<file path="config.mk">
export PLATFORM = sky130hd
export DESIGN_NAME = cpu_microstate_control_unit
export DESIGN_NICKNAME = d
export VERILOG_FILES = /design/src/rtl/cmcu_pkg.sv /design/src/rtl/cpu_microstate_control_unit.sv
export SDC_FILE = /design/constraint.sdc
export NUM_CORES = 1
export LEC_CHECK = 0
export ABC_AREA = 1
export BUFFER_PORTS_ARGS = -buffer_cell sky130_fd_sc_hd__buf_2
export CAP_MARGIN = 5
export CORE_ASPECT_RATIO = 2
export CORE_UTILIZATION = 57
export CTS_CLUSTER_SIZE = 25
export DETAILED_ROUTE_END_ITERATION = 10
export GPL_ROUTABILITY_DRIVEN = 0
export PLACE_DENSITY = 0.77
export SLEW_MARGIN = 25
export SYNTH_ARGS = -nofsm -noshare
export SYNTH_HDL_FRONTEND = slang
export SYNTH_SLANG_ARGS = --single-unit
export TNS_END_PERCENT = 20
</file>
<file path="constraint.sdc">
create_clock -name clk -period 2.1 [get_ports clk]
set_input_delay 0.105 -clock clk [delete_from_list [all_inputs] [get_ports clk]]
set_output_delay 0.105 -clock clk [all_outputs]
set_load 0.05 [all_outputs]
</file>
<file path="src/rtl/cmcu_pkg.sv">
// Package for the micro-state control unit: state encoding, control word type,
// bus, address, inc/dec and ALU codes. Depends on nothing.
`default_nettype none

package cmcu_pkg;

    typedef enum logic [6:0] {
        MS_FETCH  = 7'd0,
        MS_DECODE = 7'd1,
        MS_INTR   = 7'd9,
        MS_HALT   = 7'd10,
        MS_11 = 7'd11, MS_12 = 7'd12, MS_13 = 7'd13, MS_14 = 7'd14,
        MS_15 = 7'd15, MS_16 = 7'd16, MS_17 = 7'd17,
        MS_20 = 7'd20, MS_21 = 7'd21, MS_22 = 7'd22, MS_23 = 7'd23, MS_24 = 7'd24,
        MS_26 = 7'd26, MS_27 = 7'd27, MS_28 = 7'd28, MS_29 = 7'd29, MS_30 = 7'd30,
        MS_31 = 7'd31, MS_32 = 7'd32, MS_33 = 7'd33, MS_34 = 7'd34, MS_35 = 7'd35,
        MS_36 = 7'd36, MS_37 = 7'd37, MS_38 = 7'd38,
        MS_JUMP = 7'd40, MS_41 = 7'd41,
        MS_G4   = 7'd60,
        MS_61 = 7'd61, MS_62 = 7'd62, MS_63 = 7'd63, MS_64 = 7'd64,
        MS_65 = 7'd65, MS_66 = 7'd66, MS_67 = 7'd67, MS_68 = 7'd68,
        MS_G5   = 7'd80,
        MS_81 = 7'd81, MS_82 = 7'd82, MS_83 = 7'd83, MS_84 = 7'd84, MS_85 = 7'd85,
        MS_86 = 7'd86, MS_87 = 7'd87, MS_88 = 7'd88, MS_89 = 7'd89, MS_90 = 7'd90
    } ms_t;

    localparam logic [2:0] OPC_G0 = 3'd0;
    localparam logic [2:0] OPC_G1 = 3'd1;
    localparam logic [2:0] OPC_G2 = 3'd2;
    localparam logic [2:0] OPC_G4 = 3'd4;
    localparam logic [2:0] OPC_G5 = 3'd5;

    localparam logic [1:0] G0_NOP  = 2'd0;
    localparam logic [1:0] G0_HALT = 2'd1;
    localparam logic [1:0] G0_OP2  = 2'd2;

    localparam logic [1:0] JC_ALWAYS = 2'd0;
    localparam logic [1:0] JC_CARRY  = 2'd1;
    localparam logic [1:0] JC_ZERO   = 2'd2;
    localparam logic [1:0] JC_SIGN   = 2'd3;

    localparam logic [1:0] ASEL_0 = 2'd0;
    localparam logic [1:0] ASEL_1 = 2'd1;
    localparam logic [1:0] ASEL_2 = 2'd2;
    localparam logic [1:0] ASEL_3 = 2'd3;

    localparam logic [3:0] REG_0  = 4'd0;
    localparam logic [3:0] REG_1  = 4'd1;
    localparam logic [3:0] REG_10 = 4'b1010;
    localparam logic [3:0] REG_11 = 4'b1011;
    localparam logic [3:0] REG_14 = 4'b1110;
    localparam logic [3:0] REG_15 = 4'b1111;

    localparam logic [2:0] IDS_0 = 3'd0;
    localparam logic [2:0] IDS_1 = 3'd1;
    localparam logic [2:0] IDS_2 = 3'd2;
    localparam logic [2:0] IDS_3 = 3'd3;

    localparam logic [3:0] ALU_NONE = 4'd0;
    localparam logic [3:0] ALU_2    = 4'b0010;
    localparam logic [3:0] ALU_3    = 4'b0011;
    localparam logic [3:0] ALU_4    = 4'd4;
    localparam logic [3:0] ALU_5    = 4'b0101;
    localparam logic [3:0] ALU_6    = 4'b0110;
    localparam logic [3:0] ALU_8    = 4'd8;
    localparam logic [3:0] ALU_13   = 4'b1101;
    localparam logic [3:0] ALU_14   = 4'b1110;
    localparam logic [3:0] ALU_15   = 4'b1111;

    typedef struct packed {
        logic [1:0] addr_src_sel;
        logic [3:0] bus_b_src;
        logic [3:0] bus_a_src;
        logic [2:0] incdec_sel;
        logic [3:0] bus_c_dst;
        logic       mem_not_io;
        logic       load_mar;
        logic       load_mbr;
        logic       write_strobe;
        logic       read_strobe;
        logic [3:0] alu_func;
        logic       load_flags;
    } ctrl_t;

    localparam ctrl_t CW_IDLE = '{ASEL_0, REG_0, REG_0, IDS_0, REG_0,
                                  1'b1, 1'b0, 1'b0, 1'b0, 1'b0, ALU_NONE, 1'b0};

endpackage

`default_nettype wire

</file>
<file path="src/rtl/cpu_microstate_control_unit.sv">
// Micro-state control unit: one control word per clock tick when not stalled, next
// micro-state from opcode, sub-opcode and flags. Depends on cmcu_pkg.
`default_nettype none

// Channel | Direction | Handshake            | Payload
// in      | in        | in_valid / in_stall  | instr, irq, carry_flag, zero_flag, sign_flag
// out     | out       | out_valid / out_stall| control word fields
//
// One request is taken per cycle; its control word appears in the output
// register on the following cycle. The micro-state register advances at the
// same edge. Reset returns to fetch and empties the output register. A stall
// on the output holds the result and stalls the input while the register is full.
module cpu_microstate_control_unit
    import cmcu_pkg::*;
(
    input  wire logic        clk,
    input  wire logic        rst_n,
    input  wire logic        in_valid,
    output logic             in_stall,
    input  wire logic [15:0] instr,
    input  wire logic        irq,
    input  wire logic        carry_flag,
    input  wire logic        zero_flag,
    input  wire logic        sign_flag,
    output logic             out_valid,
    input  wire logic        out_stall,
    output logic [1:0]       addr_src_sel,
    output logic [3:0]       bus_b_src,
    output logic [3:0]       bus_a_src,
    output logic [2:0]       incdec_sel,
    output logic [3:0]       bus_c_dst,
    output logic             mem_not_io,
    output logic             load_mar,
    output logic             load_mbr,
    output logic             write_strobe,
    output logic             read_strobe,
    output logic [3:0]       alu_func,
    output logic             load_flags
);

    ms_t        state_reg;
    ms_t        state_next;
    ctrl_t      cw_reg;
    ctrl_t      cw_next;
    logic       valid_reg;
    logic       accept;
    logic [3:0] r;
    logic [4:0] sub1;
    logic [3:0] sub5;
    ms_t        ends;
    logic       jump_taken;

    assign in_stall = valid_reg && out_stall;
    assign accept   = in_valid && !in_stall;
    assign r        = instr[3:0];
    assign sub1     = instr[12:8];
    assign sub5     = instr[12:9];
    assign ends     = irq ? MS_INTR : MS_FETCH;

    always_comb
    begin
        case (instr[12:11])
            JC_ALWAYS: jump_taken = 1'b1;
            JC_CARRY:  jump_taken = carry_flag;
            JC_ZERO:   jump_taken = zero_flag;
            JC_SIGN:   jump_taken = sign_flag;
            default:   jump_taken = 1'b0;
        endcase
    end

    // next micro-state
    always_comb
    begin
        state_next = MS_FETCH;
        unique case (state_reg) inside
            MS_FETCH:  state_next = MS_DECODE;
            MS_DECODE:
            begin
                case (instr[15:13])
                    OPC_G0:
                    begin
                        case (instr[12:11])
                            G0_NOP:  state_next = ends;
                            G0_HALT: state_next = MS_HALT;
                            G0_OP2:  state_next = MS_11;
                            default: state_next = MS_15;
                        endcase
                    end
                    OPC_G1:
                    begin
                        if (sub1 == 5'd0)
                            state_next = MS_20;
                        else if (sub1 == 5'd1)
                            state_next = MS_21;
                        else if (sub1 <= 5'd3 || (sub1 >= 5'd5 && sub1 <= 5'd17))
                            state_next = ms_t'(7'(sub1) + 7'd21);
                        else
                            state_next = MS_FETCH;
                    end
                    OPC_G2:  state_next = MS_JUMP;
                    OPC_G4:  state_next = MS_G4;
                    OPC_G5:  state_next = MS_G5;
                    default: state_next = MS_FETCH;
                endcase
            end
            MS_INTR:   state_next = MS_INTR;
            MS_HALT:   state_next = irq ? MS_INTR : MS_HALT;
            MS_11:     state_next = MS_12;
            MS_12:     state_next = MS_13;
            MS_13:     state_next = MS_14;
            MS_15:     state_next = MS_16;
            MS_16:     state_next = MS_17;
            MS_21:     state_next = MS_22;
            MS_JUMP:   state_next = jump_taken ? MS_41 : ends;
            MS_G4:     state_next = ms_t'(7'(MS_61) + {4'b0, instr[12:10]});
            MS_G5:     state_next = (sub5 <= 4'd9) ? ms_t'(7'(MS_81) + {3'b0, sub5})
                                                   : MS_INTR;
            MS_14, MS_17, MS_20, MS_22, MS_23, MS_24, MS_41,
            [MS_26:MS_38], [MS_61:MS_68], [MS_81:MS_90]:
                       state_next = ends;
            default:   state_next = MS_FETCH;
        endcase
    end

    // control word of the current micro-state
    always_comb
    begin
        cw_next = CW_IDLE;
        unique case (state_reg) inside
            MS_FETCH, MS_INTR:
                cw_next = '{ASEL_1, REG_0, REG_0, IDS_1, REG_0, 1'b1, 1'b1, 1'b0, 1'b0, 1'b1, ALU_NONE, 1'b0};
            MS_11:
                cw_next = '{ASEL_2, REG_10, REG_0, IDS_3, REG_0, 1'b1, 1'b1, 1'b1, 1'b1, 1'b0, ALU_NONE, 1'b0};
            MS_12:
                cw_next = '{ASEL_2, REG_10, REG_1, IDS_3, REG_0, 1'b1, 1'b1, 1'b1, 1'b1, 1'b0, ALU_NONE, 1'b0};
            MS_13:
                cw_next = '{ASEL_0, REG_14, REG_11, IDS_0, REG_0, 1'b1, 1'b0, 1'b0, 1'b0, 1'b0, ALU_NONE, 1'b0};
            MS_14:
                cw_next = '{ASEL_0, REG_15, REG_10, IDS_0, REG_0, 1'b1, 1'b0, 1'b0, 1'b0, 1'b0, ALU_NONE, 1'b0};
            MS_15, MS_21:
                cw_next = '{ASEL_0, REG_0, REG_1, IDS_2, REG_0, 1'b1, 1'b0, 1'b0, 1'b0, 1'b0, ALU_NONE, 1'b0};
            MS_16:
                cw_next = '{ASEL_2, REG_0, REG_10, IDS_2, REG_0, 1'b1, 1'b1, 1'b0, 1'b0, 1'b1, ALU_NONE, 1'b0};
            MS_17:
                cw_next = '{ASEL_2, REG_0, REG_11, IDS_0, REG_0, 1'b1, 1'b1, 1'b0, 1'b0, 1'b1, ALU_NONE, 1'b0};
            MS_20:
                cw_next = '{ASEL_2, r, REG_1, IDS_3, REG_0, 1'b1, 1'b1, 1'b1, 1'b1, 1'b0, ALU_NONE, 1'b0};
            MS_22:
                cw_next = '{ASEL_2, REG_0, r, IDS_0, REG_0, 1'b1, 1'b1, 1'b0, 1'b0, 1'b1, ALU_NONE, 1'b0};
            MS_23:
                cw_next = '{ASEL_0, r, r, IDS_0, REG_0, 1'b1, 1'b0, 1'b0, 1'b0, 1'b0, ALU_5, 1'b0};
            MS_24:
                cw_next = '{ASEL_0, r, r, IDS_0, REG_0, 1'b1, 1'b0, 1'b0, 1'b0, 1'b0, ALU_13, 1'b1};
            MS_26:
                cw_next = '{ASEL_0, r, r, IDS_0, REG_0, 1'b1, 1'b0, 1'b0, 1'b0, 1'b0, ALU_8, 1'b0};
            MS_27:
                cw_next = '{ASEL_0, r, r, IDS_0, REG_0, 1'b1, 1'b0, 1'b0, 1'b0, 1'b0, ALU_15, 1'b0};
            MS_28:
                cw_next = '{ASEL_0, r, r, IDS_0, REG_0, 1'b1, 1'b0, 1'b0, 1'b0, 1'b0, ALU_14, 1'b0};
            MS_29:
                cw_next = '{ASEL_0, REG_0, r, IDS_0, REG_0, 1'b1, 1'b1, 1'b0, 1'b0, 1'b1, ALU_NONE, 1'b0};
            MS_30:
                cw_next = '{ASEL_0, r, REG_1, IDS_0, REG_0, 1'b1, 1'b1, 1'b1, 1'b1, 1'b0, ALU_NONE, 1'b0};
            MS_31:
                cw_next = '{ASEL_0, r, r, IDS_0, REG_0, 1'b1, 1'b1, 1'b0, 1'b0, 1'b1, ALU_2, 1'b1};
            MS_32:
                cw_next = '{ASEL_0, r, r, IDS_0, REG_0, 1'b1, 1'b1, 1'b0, 1'b0, 1'b1, ALU_3, 1'b1};
            MS_33:
                cw_next = '{ASEL_0, r, REG_1, IDS_0, REG_0, 1'b1, 1'b1, 1'b0, 1'b0, 1'b1, ALU_3, 1'b1};
            MS_34:
                cw_next = '{ASEL_0, r, r, IDS_0, REG_0, 1'b1, 1'b1, 1'b0, 1'b0, 1'b1, ALU_5, 1'b1};
            MS_35:
                cw_next = '{ASEL_0, r, r, IDS_0, REG_0, 1'b1, 1'b1, 1'b0, 1'b0, 1'b1, ALU_4, 1'b1};
            MS_36:
                cw_next = '{ASEL_0, r, r, IDS_0, REG_0, 1'b1, 1'b1, 1'b0, 1'b0, 1'b1, ALU_6, 1'b1};
            MS_37:
                cw_next = '{ASEL_0, r, r, IDS_0, REG_0, 1'b0, 1'b1, 1'b0, 1'b0, 1'b1, ALU_NONE, 1'b0};
            MS_38:
                cw_next = '{ASEL_0, r, r, IDS_0, REG_0, 1'b0, 1'b1, 1'b1, 1'b1, 1'b0, ALU_NONE, 1'b0};
            MS_JUMP:
                cw_next = '{ASEL_1, REG_0, REG_1, IDS_0, REG_0, 1'b1, 1'b1, 1'b0, 1'b0, 1'b1, ALU_NONE, 1'b0};
            MS_41:
                cw_next = '{ASEL_0, REG_11, REG_11, IDS_0, REG_1, 1'b1, 1'b0, 1'b0, 1'b0, 1'b0, ALU_2, 1'b1};
            MS_G4:
                cw_next = '{ASEL_1, REG_0, REG_1, IDS_1, REG_0, 1'b1, 1'b1, 1'b0, 1'b0, 1'b1, ALU_NONE, 1'b0};
            MS_61:
                cw_next = '{ASEL_0, REG_1, r, IDS_0, REG_0, 1'b1, 1'b0, 1'b0, 1'b0, 1'b0, ALU_NONE, 1'b0};
            MS_62:
                cw_next = '{ASEL_0, REG_15, r, IDS_0, REG_0, 1'b1, 1'b0, 1'b0, 1'b0, 1'b0, ALU_NONE, 1'b0};
            MS_63:
                cw_next = '{ASEL_0, r, r, IDS_0, REG_1, 1'b1, 1'b0, 1'b0, 1'b0, 1'b0, ALU_2, 1'b1};
            MS_64:
                cw_next = '{ASEL_0, r, r, IDS_0, REG_1, 1'b1, 1'b0, 1'b0, 1'b0, 1'b0, ALU_3, 1'b1};
            MS_65:
                cw_next = '{ASEL_0, r, REG_1, IDS_0, REG_1, 1'b1, 1'b0, 1'b0, 1'b0, 1'b0, ALU_3, 1'b1};
            MS_66:
                cw_next = '{ASEL_0, r, r, IDS_0, REG_1, 1'b1, 1'b0, 1'b0, 1'b0, 1'b0, ALU_5, 1'b0};
            MS_67:
                cw_next = '{ASEL_0, r, r, IDS_0, REG_1, 1'b1, 1'b0, 1'b0, 1'b0, 1'b0, ALU_4, 1'b0};
            MS_68:
                cw_next = '{ASEL_0, r, r, IDS_0, REG_1, 1'b1, 1'b0, 1'b0, 1'b0, 1'b0, ALU_6, 1'b1};
            MS_82:
                cw_next = '{ASEL_3, REG_0, r, IDS_0, REG_0, 1'b1, 1'b1, 1'b0, 1'b0, 1'b1, ALU_NONE, 1'b0};
            MS_83:
                cw_next = '{ASEL_3, r, REG_1, IDS_0, REG_0, 1'b1, 1'b1, 1'b1, 1'b1, 1'b0, ALU_NONE, 1'b0};
            MS_84:
                cw_next = '{ASEL_3, r, r, IDS_0, REG_0, 1'b1, 1'b1, 1'b0, 1'b0, 1'b1, ALU_2, 1'b1};
            MS_85:
                cw_next = '{ASEL_3, r, r, IDS_0, REG_0, 1'b1, 1'b1, 1'b0, 1'b0, 1'b1, ALU_3, 1'b1};
            MS_86:
                cw_next = '{ASEL_3, r, REG_1, IDS_0, REG_0, 1'b1, 1'b1, 1'b0, 1'b0, 1'b1, ALU_3, 1'b1};
            MS_87:
                cw_next = '{ASEL_3, r, r, IDS_0, REG_0, 1'b1, 1'b1, 1'b0, 1'b0, 1'b1, ALU_5, 1'b0};
            MS_88:
                cw_next = '{ASEL_3, r, r, IDS_0, REG_0, 1'b1, 1'b1, 1'b0, 1'b0, 1'b1, ALU_4, 1'b0};
            MS_89:
                cw_next = '{ASEL_3, r, r, IDS_0, REG_0, 1'b1, 1'b1, 1'b0, 1'b1, 1'b0, ALU_6, 1'b1};
            MS_90:
                cw_next = '{ASEL_3, r, r, IDS_0, REG_0, 1'b1, 1'b1, 1'b0, 1'b0, 1'b1, ALU_6, 1'b1};
            default:
                cw_next = CW_IDLE;
        endcase
    end

    always_ff @(posedge clk or negedge rst_n)
    begin
        if (!rst_n)
        begin
            state_reg <= MS_FETCH;
            valid_reg <= 1'b0;
        end
        else
        begin
            if (accept)
                state_reg <= state_next;
            if (accept)
                valid_reg <= 1'b1;
            else if (!out_stall)
                valid_reg <= 1'b0;
        end
    end

    // hold the result while stalled
    always_ff @(posedge clk)
    begin
        if (accept)
            cw_reg <= cw_next;
    end

    assign out_valid    = valid_reg;
    assign addr_src_sel = cw_reg.addr_src_sel;
    assign bus_b_src    = cw_reg.bus_b_src;
    assign bus_a_src    = cw_reg.bus_a_src;
    assign incdec_sel   = cw_reg.incdec_sel;
    assign bus_c_dst    = cw_reg.bus_c_dst;
    assign mem_not_io   = cw_reg.mem_not_io;
    assign load_mar     = cw_reg.load_mar;
    assign load_mbr     = cw_reg.load_mbr;
    assign write_strobe = cw_reg.write_strobe;
    assign read_strobe  = cw_reg.read_strobe;
    assign alu_func     = cw_reg.alu_func;
    assign load_flags   = cw_reg.load_flags;

endmodule

`default_nettype wire
</file>
* Word-level counts from Yosys, hierarchy flattened
Index checks and enable logic that the tools add are counted.
Storage, ports and cells: logic and storage cells 114, output and inout bits 29, input bits 24, bits in registers 35
Cells by class: $add $sub $neg 3, reductions and logical operators 15, equal/unequal tests 58, muxes and demuxes 14, magnitude comparators 10
Operator list (number):
- $pmux 27 s45 | 1
- $eq 7x7->1 const B | 15
- $pmux 7 s14 | 1
- $eq 7x5->1 const B | 13
- $eq 7x6->1 const B | 13
- $eq 7x4->1 const B | 7
- $pmux 7 s5 | 1
- $mux 6 | 3
- $le 7x7->1 const B | 2
- $mux 7 | 2
- $pmux 4 s3 | 1
- $reduce_or 10->1 | 1
- $add 6x3->7 const A | 1
- $add 7x4->7 const A | 1
- $eq 7x1->1 const B | 1
- $ge 7x5->1 const B | 1
- $ge 7x6->1 const B | 1
- $ge 7x7->1 const B | 1
- $le 7x6->1 const B | 1
- $logic_not 7->1 | 1
- $add 5x5->6 const B | 1
- $eq 3x3->1 const B | 2
- $logic_and 1x1->1 | 6
- $eq 5x1->1 const B | 1
- other kinds (19) | 22

* Logic depth before layout (Yosys ltp)
depth after elaboration 8, depth in mapped cells 16

* Worst setup path before layout
Ideal clock, no wire load.
kind register -> register, from reg valid_reg, in the netlist out_valid, to reg cw_reg, in the netlist addr_src_sel[0] (enable), path buffers 1, path slack -0.231 ns, data arrival time 1.935 ns, cell stages (with the launch flop) 5, cells stage by stage dfrtp_1 > nand2_1 > inv_1 > nor2_1 > clkbuf_1
On the way: longest elaborated chain between the ends 3
Ends and longest elaborated chain:
- start: declaration | line cpu_microstate_control_unit.sv:45 | logic valid_reg;
- start signal: assignment | line cpu_microstate_control_unit.sv:230 | valid_reg <= 1'b0;
- start signal: assignment | line cpu_microstate_control_unit.sv:237 | valid_reg <= 1'b1;
- start signal: assignment | line cpu_microstate_control_unit.sv:239 | valid_reg <= 1'b0;
- $logic_and 1x1->1 | line cpu_microstate_control_unit.sv:53 | assign in_stall = valid_reg && out_stall;
- net in_stall | line cpu_microstate_control_unit.sv:19 | output logic in_stall,
- $logic_not 1->1 | line cpu_microstate_control_unit.sv:54 | assign accept = in_valid && !in_stall;
- $logic_and 1x1->1 | line cpu_microstate_control_unit.sv:54
- net accept | line cpu_microstate_control_unit.sv:46 | logic accept;
- end signal: assignment | line cpu_microstate_control_unit.sv:247 | cw_reg <= cw_next;
- end: declaration | line cpu_microstate_control_unit.sv:43 | ctrl_t cw_reg;
The timed path passes the listed nets, and every way through them passes these cells. A chain may end at the register's enable or synchronous reset.

==> flow_metrics.tcl <==
set metrics [dict create \
    setup_viol 1 \
    cp_max_fo 7 \
    whs_ps 9.34 \
    numCtsBuffers 5 \
    violations "design-rule violations, negative setup slack" \
    largest_reg_flops 7 \
    clockPowerShare 0.138 \
    drive_above_1_share 0.254 \
    start_util 0.589 \
    power_frac_seq 0.282 \
    slew_violations 0 \
    setup_ws_ps -77.7 \
    ant_nets 0 \
    finalNonFillerCells 651 \
    rsz0062_at_grt "true" \
    ys_seq_area_frac 0.282 \
    wl_met1_um 3470 \
    period_minus_slack_ps 2180 \
    grt_start_max_net_pins 34 \
    cp-end-kind "flop" \
    cp-start-kind "flop" \
    path_clk_slew_ps 60 \
    synthesis.instances 503 \
    die_area_um2 5870 \
    hpwl_um 8940 \
    grt_first_pass_wirelength_um 19100 \
    cts_root_buffer "clkbuf_8" \
    syn_to_final_growth_pct 25.0 \
    die_h_um 107 \
    htree_levels 2 \
    grt_pass1_vias 3913 \
    layout.nets 634 \
    numPlacedInstances 636 \
    timing.fmax_mhz 459 \
    drc 2 \
    p_leak_nw 2.19 \
    grt-ovfl-total 0 \
    portBuffers 44 \
    ys.flop_type "edfxtp_1" \
    fin_worst_skew_ps 6.21 \
    syn_area_um2 3160 \
    antenna_cells 0 \
    fp.dieW_um 54.7 \
    coreArea_um2 5370 \
    grtUsageTotal 0.456 \
    p_switching_mw 1.71 \
    ys_warn_count 0 \
    cellInternalPower_mw 1.65 \
    wl_per_cell_um 18.4 \
    cts_tree "yes" \
    fin_area_um2 3960 \
    crit_required_ps 2140 \
    place_area_um2 3670 \
    path_class "reg -> reg" \
    ys_ff_latch 31 \
    hold_violations 0 \
    rows 38 \
    met3_length_um 985 \
    async_flop_share 0.258 \
    peakVddDrop_uv 956 \
    drt-pass1-iter-count 10 \
    synth_edf_count 23 \
    wl_met2_um 5970 \
    cts.sinks 31 \
    tightest_slew_ps 619 \
    cellPowerDensity_nw_per_um2 851 \
    drt_iter0_markers 359 \
    hold_class "in -> reg" \
    cp.arrival_ps 2210 \
    highest_layer "met4" \
    finalWirelength_um 12000 \
    fillers 474 \
    timing.max_cap.violations 0 \
    antenna_found_initial 0 \
    sw_frac_of_total 0.508 \
    routed_via_density 6.08 \
    p_comb_frac 0.580 \
    p_total_mw 3.37 \
    clkLatencyLatePin_ps 300 \
    timing.final.crit_share 1.04 \
    status "finished with violations" \
    clockBufferDepth 2 \
    num_vias 3957 \
    yosysUniqueCellTypes 39 \
    pin_count 53 \
    timing.slew.headroom 0.584 \
    syn_area_per_cell_um2 6.29 \
]
-- critical path: stages (launching register included) --
cell and delay (ps):
dfrtp_2 460, buf_4 150, nor2_2 60, nand2_2 130, inv_1 100, nand2_1 130
nand3_1 200, nor3_1 530, nand3_1 140
-- area by class of cell --
class	count	area (µm²)	share of cell area
flip-flops and latches	31	896	0.227
clock buffers	7	76.3	0.0193
repair buffers	88	553	0.140
multi-input cells	407	2140	0.540
inverters	57	214	0.0541
well taps	60	75.1	0.0190
clock inverters	1	5.00	0.00127
-- final timing paths --
path	from	endpoint	slack, ps	cells past startpoint
max	state_reg[2]	load_flags	-80	8
min	in_valid	out_valid	9	3
max reg2reg	state_reg[2]	load_flags	-80	8
min reg2reg	out_valid	out_valid	500	2
min in group asynchronous	rst_n	state_reg[3]	200	2
max in group asynchronous	rst_n	state_reg[6]	1720	2
-- logic make-up after synthesis --
family	share of synthesized area
simple gates	0.423
buf+inv	0.0917
compound gates	0.112
flops	0.282
fa+ha+maj	0.0791
xor+xnor	0.0111
other cells	0.00119
-- placed cells by master, fill, tap and decap left out, types with 5 or more instances in the layout --
| cell type | instances |
|---|---|
| a21oi_1 | 19 |
| buf_2 | 44 |
| buf_4 | 43 |
| clkbuf_8 | 5 |
| edfxtp_1 | 23 |
| ha_1 | 20 |
| inv_1 | 47 |
| inv_2 | 10 |
| nand2_1 | 161 |
| nand2_2 | 8 |
| nand3_1 | 41 |
| nand4_1 | 15 |
| nor2_1 | 54 |
| nor2_2 | 16 |
| nor2_4 | 5 |
| nor3_1 | 9 |
| o21ai_0 | 14 |
-- cells in the mapped netlist, types with 2 or more instances --
cell,n,share of area
ha_1,20,0.079
inv_2,8,0.0095
nand3_1,42,0.066
o21ai_0,14,0.022
clkbuf_1,2,0.0024
nor2_2,5,0.0099
xor2_1,3,0.0083
o22ai_1,2,0.0040
nand2_1,169,0.20
a41oi_1,2,0.0055
nand4_1,15,0.030
dfrtp_1,8,0.063
inv_1,49,0.058
edfxtp_1,23,0.22
a31oi_1,2,0.0040
a21oi_1,23,0.036
buf_4,7,0.017
nand2_2,2,0.0040
o21bai_1,3,0.0071
o211ai_1,3,0.0071
a211oi_1,3,0.0071
nor4_1,2,0.0040
nor2_1,70,0.083
o21ai_1,2,0.0032
nor3_1,10,0.016
-- power by group through the flow --
stage          combinational [mW]  clock (mW)  sequential, mW
2_1_floorplan               0.939           0            1.21
3_3_place_gp                 1.74           0           0.927
3_5_place_dp                 1.77           0           0.936
4_1_cts                      1.78       0.459           0.924
5_1_grt                      2.12       0.500           0.968
6_report                     1.95       0.463           0.951
-- repair_timing --
item | in CTS | in global routing
pin swaps | 1 | 7
hold endpoints to repair | 8 | 0
buffers inserted | 0 | 6
resized for setup | 1 | 45
hold buffers | 1 | 0
endpoints found under the setup margin | 3 | 20
-- layer usage --
metal,GRT usage,vias to the layer above
met3,0.191,113
li1,-,1818
met5,0,-
met4,0.454,0
met2,0.711,260
met1,0.396,1766
-- per-stage QoR --
step / setup slack (ps) / utilization / setup TNS [ps]
2_1_floorplan: 182 / - / 0
3_3_place_gp: 50.9 / 0.684 / 0
3_5_place_dp: -1.36 / 0.684 / -1.36
4_1_cts: 6.97 / 0.702 / 0
5_1_grt: -235 / 0.736 / -1310
6_report: -77.7 / 0.736 / -77.7
Note: power is estimated with default switching activity, not from simulation.
